**src/rtl/lcb_pkg.sv**
```systemverilog
// ----------------------------------------------------------------------------
// lcb_pkg: shared types and constants
// Operation codes, request/response payloads and controller command/status.
// ----------------------------------------------------------------------------
package lcb_pkg;

   localparam int OP_BITS = 3;
   localparam int PAGE_W = 16;
   localparam int REQ_TAG_W = 32;
   localparam int BYTES_W = 48;
   localparam int TOTAL_W = 53;
   localparam int COUNT_W = 6;
   localparam int STAMP_W = 64;
   localparam int CSR_IDX_W = 1;
   localparam int CSR_DATA_W = 48;

   localparam logic [CSR_IDX_W-1:0] CSR_MAX_ENTRIES = 1'd0;
   localparam logic [CSR_IDX_W-1:0] CSR_MAX_BYTES = 1'd1;

   localparam logic [COUNT_W-1:0] MAX_ENTRIES_RESET = 6'd16;
   localparam logic [BYTES_W-1:0] MAX_BYTES_RESET = 48'd67108864;

   typedef enum logic [OP_BITS-1:0] {
      OP_REGISTER = 3'd0,
      OP_REMOVE = 3'd1,
      OP_CLEAR = 3'd2,
      OP_CHECK = 3'd3,
      OP_TOUCH = 3'd4,
      OP_PIN = 3'd5,
      OP_VICTIM = 3'd6,
      OP_NONE = 3'd7
   } op_type;

   typedef struct packed {
      logic [OP_BITS-1:0] operation;
      logic [PAGE_W-1:0] page;
      logic [REQ_TAG_W-1:0] request_tag;
      logic [BYTES_W-1:0] byte_size;
   } req_type;

   typedef struct packed {
      logic hit;
      logic victim_found;
      logic [PAGE_W-1:0] victim_page;
      logic [TOTAL_W-1:0] total_bytes;
      logic [COUNT_W-1:0] entry_count;
      logic table_full;
   } rsp_type;

   // Controller to datapath.
   typedef struct packed {
      logic load;     // capture request, clear scan state
      logic scan;     // examine one slot at the scan index
      logic finish;   // apply the operation and build the response
   } cmd_type;

   // Datapath to controller.
   typedef struct packed {
      logic scan_last;
   } sts_type;

endpackage

```
**src/rtl/lcb_control.sv**
```systemverilog
// ----------------------------------------------------------------------------
// lcb_control: operation sequencer
// Accepts a request, runs the slot scan, applies the operation and holds the
// response until it is taken.
// ----------------------------------------------------------------------------
module lcb_control
   import lcb_pkg::*;
(
   input  logic clock,
   input  logic reset,
   input  logic req_valid,
   output logic req_ready,
   output logic rsp_valid,
   input  logic rsp_ready,
   output cmd_type cmd,
   input  sts_type sts
);

   typedef enum logic [4:0] {
      ST_IDLE = 5'b00001,
      ST_SCAN = 5'b00010,
      ST_DRAIN = 5'b00100,
      ST_APPLY = 5'b01000,
      ST_RESP = 5'b10000
   } state_type;

   state_type state_ff, state_in;

   assign req_ready = (state_ff == ST_IDLE);
   assign rsp_valid = (state_ff == ST_RESP);

   // Next state and commands.
   always_comb begin
      state_in = state_ff;
      cmd = '0;
      unique case (state_ff)
         ST_IDLE: begin
            if (req_valid) begin
               cmd.load = 1'b1;
               state_in = ST_SCAN;
            end
         end
         ST_SCAN: begin
            cmd.scan = 1'b1;
            if (sts.scan_last) state_in = ST_DRAIN;
         end
         ST_DRAIN: state_in = ST_APPLY;
         ST_APPLY: begin
            cmd.finish = 1'b1;
            state_in = ST_RESP;
         end
         ST_RESP: begin
            if (rsp_ready) state_in = ST_IDLE;
         end
         default: state_in = ST_IDLE;
      endcase
   end

   always_ff @(posedge clock) begin
      if (reset) state_ff <= ST_IDLE;
      else state_ff <= state_in;
   end

endmodule

```
**config.mk**
```make
export PLATFORM = sky130hd
export DESIGN_NAME = lcb_control
export DESIGN_NICKNAME = d
export VERILOG_FILES = /design/src/rtl/lcb_pkg.sv /design/src/rtl/lcb_control.sv
export SDC_FILE = /design/constraint.sdc
export NUM_CORES = 1
export LEC_CHECK = 0
export ABC_AREA = 1
export BUFFER_PORTS_ARGS = -buffer_cell sky130_fd_sc_hd__buf_2
export CAP_MARGIN = 0
export CORE_AREA = 2 2 39 41
export CTS_CLUSTER_DIAMETER = 200
export DETAILED_ROUTE_END_ITERATION = 12
export DIE_AREA = 0 0 41 43
export GPL_TIMING_DRIVEN = 1
export PLACE_DENSITY_LB_ADDON = 0.12
export SETUP_SLACK_MARGIN = 0.15
export SLEW_MARGIN = 20
export SYNTH_ARGS = -nofsm -noshare
export SYNTH_HDL_FRONTEND = slang
export SYNTH_SLANG_ARGS = --single-unit
```
**constraint.sdc**
```tcl
create_clock -name clock -period 1.4 [get_ports clock]
set_input_delay 0.28 -clock clock [delete_from_list [all_inputs] [get_ports clock]]
set_output_delay 0.28 -clock clock [all_outputs]
set_load 0.1 [all_outputs]
```
# == Yosys cells after proc, flatten, opt, wreduce, memory -nomap -nowiden ==
# Cells that the tools add are included.
# Widths: inputs -> output; s select.
# totals
input_bits,5
register_bits,5
out_inout_bits,5
elab_cells,18
# classes
n_mux,8
eq_ne,8
reduce_logical,1
# ops
op,count
$pmux 5 s5,1
$mux 5,3
$eq 5x1->1 const B,1
$eq 5x2->1 const B,1
$eq 5x3->1 const B,1
$eq 5x4->1 const B,1
$eq 5x5->1 const B,1
$mux 1,4
$ne 2x2->1 const B,2
$reduce_and 3->1,1
$ne 2x1->1 const B,1

# == Depth between registers and ports, before layout ==
# logic_depth
depth_word,3
depth_mapped,6
ltp_nobuf,6

# == Least setup slack after synthesis ==
# OpenSTA, ideal clock, no wires.
# synth_timing
path_type,reg2out
start,register state_ff[0]
end,output port rsp_valid
setup_slack_ps,-694
path_buffers,0
path_stages_with_launch,4
required_ps,1120
t_arrival_ps,1814
cell_sequence,dfxtp_1 > nor2_1 > nand2_1 > nor2_1
# synth_via
elab_chain_len,1
# synth_rtl
item,line,source
from (decl),lcb_control.sv:27,"state_type state_ff, state_in;"
from (signal assigned),lcb_control.sv:61,else state_ff <= state_in;
$eq 5x5->1,lcb_control.sv:30,assign rsp_valid = (state_ff == ST_RESP);
to (decl),lcb_control.sv:13,"output logic rsp_valid,"
# No other way between the ends.

==> Flow_metrics.wiki <==
{| class="wikitable"
! Metric !! Value
|-
| Finished Cell Area || 583.1 um^2
|-
| Registers with the highest flip-flop counts || state_ff x5
|-
| Worst-skew pair later-pin latency || 0.25 ns
|-
| Clock tree from TritonCTS || done
|-
| Number of synthesized register bits || 5
|-
| Shortest period the worst path allows || 1.535 ns
|-
| Critical-path maximum fanout || 4
|-
| Final setup violation count || 5
|-
| Worst Skew || 0.008167 ns
|-
| TritonCTS sink count || 5
|-
| Worst slew margin || 88.52%
|-
| Mean instance size in the synthesized netlist || 6.971 um^2
|-
| Peak supply drop || 0.5145 mV
|-
| Max FFs per register || 5
|-
| Clock Tree Root || clkbuf_4
|-
| Synthesized net count || 47
|-
| Last weighted congestion value of the routability-driven placer || 0.7431
|-
| Chip Width || 41 um
|-
| Violated checks || negative setup slack
|-
| Cell chain of the critical path || nor2_4 -> nand3_4 -> inv_12 -> nand2_4 -> clkinvlp_4 -> buf_12
|-
| Floorplan die height || 43 um
|-
| Path category of the worst min-delay check || in -> reg
|-
| Area of combinational cells with multiple inputs || 167.7 um^2
|-
| Slowest cell on the critical path || dfxtp_2
|-
| Final WL || 726 um
|-
| Total track usage || 10.76%
|-
| CTS Buf Count || 3
|-
| Total Die Area || 1763 um^2
|-
| Global-route wire length before repair || 1193 um
|-
| Share of synthesized area occupied by flip-flops and latches || 34.19%
|-
| Count of buffers from port buffering || 9
|-
| Layout cell share with drive strength beyond 1 || 61.90%
|-
| Arrival @ worst endpoint || 1.25 ns
|-
| Clock Path Buffers || 2
|-
| Placed wire-length estimate || 525.4 um
|-
| Share of the cycle needed by the critical path after routing || 109.6%
|-
| Drt wl/cell || 9.190 um
|-
| Area Growth Syn to Fin || 99.15%
|-
| Starting density of the core || 21.16%
|-
| Largest stage delay on the critical path || 0.33 ns
|-
| RSZ-0062 raised after global routing || true
|-
| Pin count of the biggest net entering global routing || 8
|-
| Detail Route Antenna Nets || 0
|-
| Reg clk slew, reported paths || 0.05 ns
|-
| Synthesis Warnings || 0
|-
| Status || complete, but fails checks
|-
| Startpoint class of the critical path || flip-flop
|-
| PnR worst setup slack || -0.1345 ns
|-
| Max-slew violation count || 0
|-
| First-pass iteration count of the detailed router || 4
|-
| Cell area after placement || 476.7 um^2
|-
| Count of unresolved DRC violations after routing || 0
|-
| P per Cell Area || 1004 nW/um^2
|-
| Number of antenna violations at the first check in global routing || 0
|-
| Initial detailed-routing violation count || 3
|-
| Final-layout setup total negative slack || -0.4455 ns
|-
| Count of hold buffers inserted by post-cts repair || 0
|-
| Antenna cells || 0
|-
| Pin slew with the least headroom to its limit || 0.1720 ns
|-
| Capturing element type of the critical path || output pin
|-
| Number of global-route vias before repair || 306
|-
| Worst Setup Path Type || reg -> out
|-
| Reg2reg path depth || 6
|-
| Distinct cell type count after synthesis || 15
|-
| Number of cells traversed by the worst hold path || 2
|-
| Area of the core || 1384 um^2
|-
| Total vias in the final route || 331
|-
| Required time of the critical path || 1.12 ns
|-
| Static leakage || 0.2824 nW
|-
| Largest reg by FF count || state_ff
|-
| Boundary Pins || 10
|-
| Core Rows || 14
|-
| Count of max-cap constraint violations || 0
|-
| Post-synthesis cell count || 42
|-
| Via-to-Cell Ratio || 4.190
|-
| Final global-route overflow total || 0
|-
| Maximum clock rate || 651.7 MHz
|-
| Final-report hold violation count || 0
|-
| Post-synth design cell area || 292.8 um^2
|-
| Htree depth || 1
|-
| # fillers || 140
|-
| FF+latch area || 105.1 um^2
|-
| Final net count || 69
|}
==> synthesized netlist by cell type <==
cell       n  share of area (%)
a21oi_1    2                3.4
buf_4      1                2.6
clkinv_1   1                1.3
dfxtp_1    5                 34
inv_1     10                 13
inv_2      1                1.3
nand2_1    2                2.6
nand2_2    1                2.1
nand3_1    3                5.1
nand3_2    2                6.8
nand4_1    5                 11
nor2_1     5                6.4
nor2_2     2                4.3
nor2_4     1                3.8
o21bai_1   1                2.6
==> metrics by stage <==
step	util, %	setup WS [ns]	power, mW	std cells	hold WS, ns
floorplan	-	-0.05439	0.3028	42	0.3491
global placement	34.45	0.04338	0.3659	67	0.5085
detailed placement	34.45	0.04155	0.3647	67	0.5092
CTS	40.96	-0.1388	0.5830	77	0.2337
global route	42.13	-0.2051	0.6213	79	0.2406
finish	42.13	-0.1345	0.5856	79	0.2356
==> placed cells by master (no fill, tap or decap), types with 3 or more instances in the layout <==
master,n
buf_12,6
buf_2,4
buf_4,8
clkbuf_4,3
dfxtp_2,4
inv_1,7
nand3_1,3
nand4_1,5
nor2_1,3
nor2_4,3
==> area by class of cell <==
type,count,area share [%]
Clock buffer,3,3.863
Clock inverter,1,0.8584
Inverter,12,10.73
Multi-Input combinational cell,24,28.76
Sequential cell,5,18.03
Tap cell,16,3.433
Timing Repair Buffer,18,34.33
==> cell families after synthesis <==
logic type      after synthesis  synth area share [%]
compound gates                3                 5.984
flops                         5                 34.19
buf+inv                      13                 17.95
simple gates                 21                 41.88
==> path summary, 6_finish.rpt <==
check                                  from     endpoint  slack, ns
worst max-delay path            state_ff[3]       cmd[2]      -0.13
worst min-delay path                  reset  state_ff[1]       0.24
worst max register to register  state_ff[3]  state_ff[0]       0.25
worst min register to register  state_ff[0]  state_ff[3]       0.58
==> routing by layer <==
metal	share of wire, %	vias up	global-route usage [%]
li1	-	174	-
met1	38	143	11.00
met2	51	9	15.31
met3	7.6	5	7.853
met4	2.6	0	6.000
met5	0	-	0
==> worst max-delay path, delay by kind of cell (launching register included) <==
| kind | cells | cell delay [ns] |
|---|---|---|
| buf+inv | 3 | 0.31 |
| flops | 1 | 0.33 |
| simple gates | 3 | 0.36 |
==> timing repair <==
item	4_1_cts	5_1_grt
pin swaps	4	1
setup buffers	6	2
endpoints found under the setup margin	5	5
gates resized for setup	3	1
cloned	0	0
==> power by group <==
group	internal (mW)	total [mW]	switching, mW
Sequential	0.151	0.159	0.00804
Clock	0.104	0.175	0.0708
Combinational	0.111	0.252	0.141
Total	0.366	0.586	0.220
Note: power is estimated with default switching activity, not from simulation.
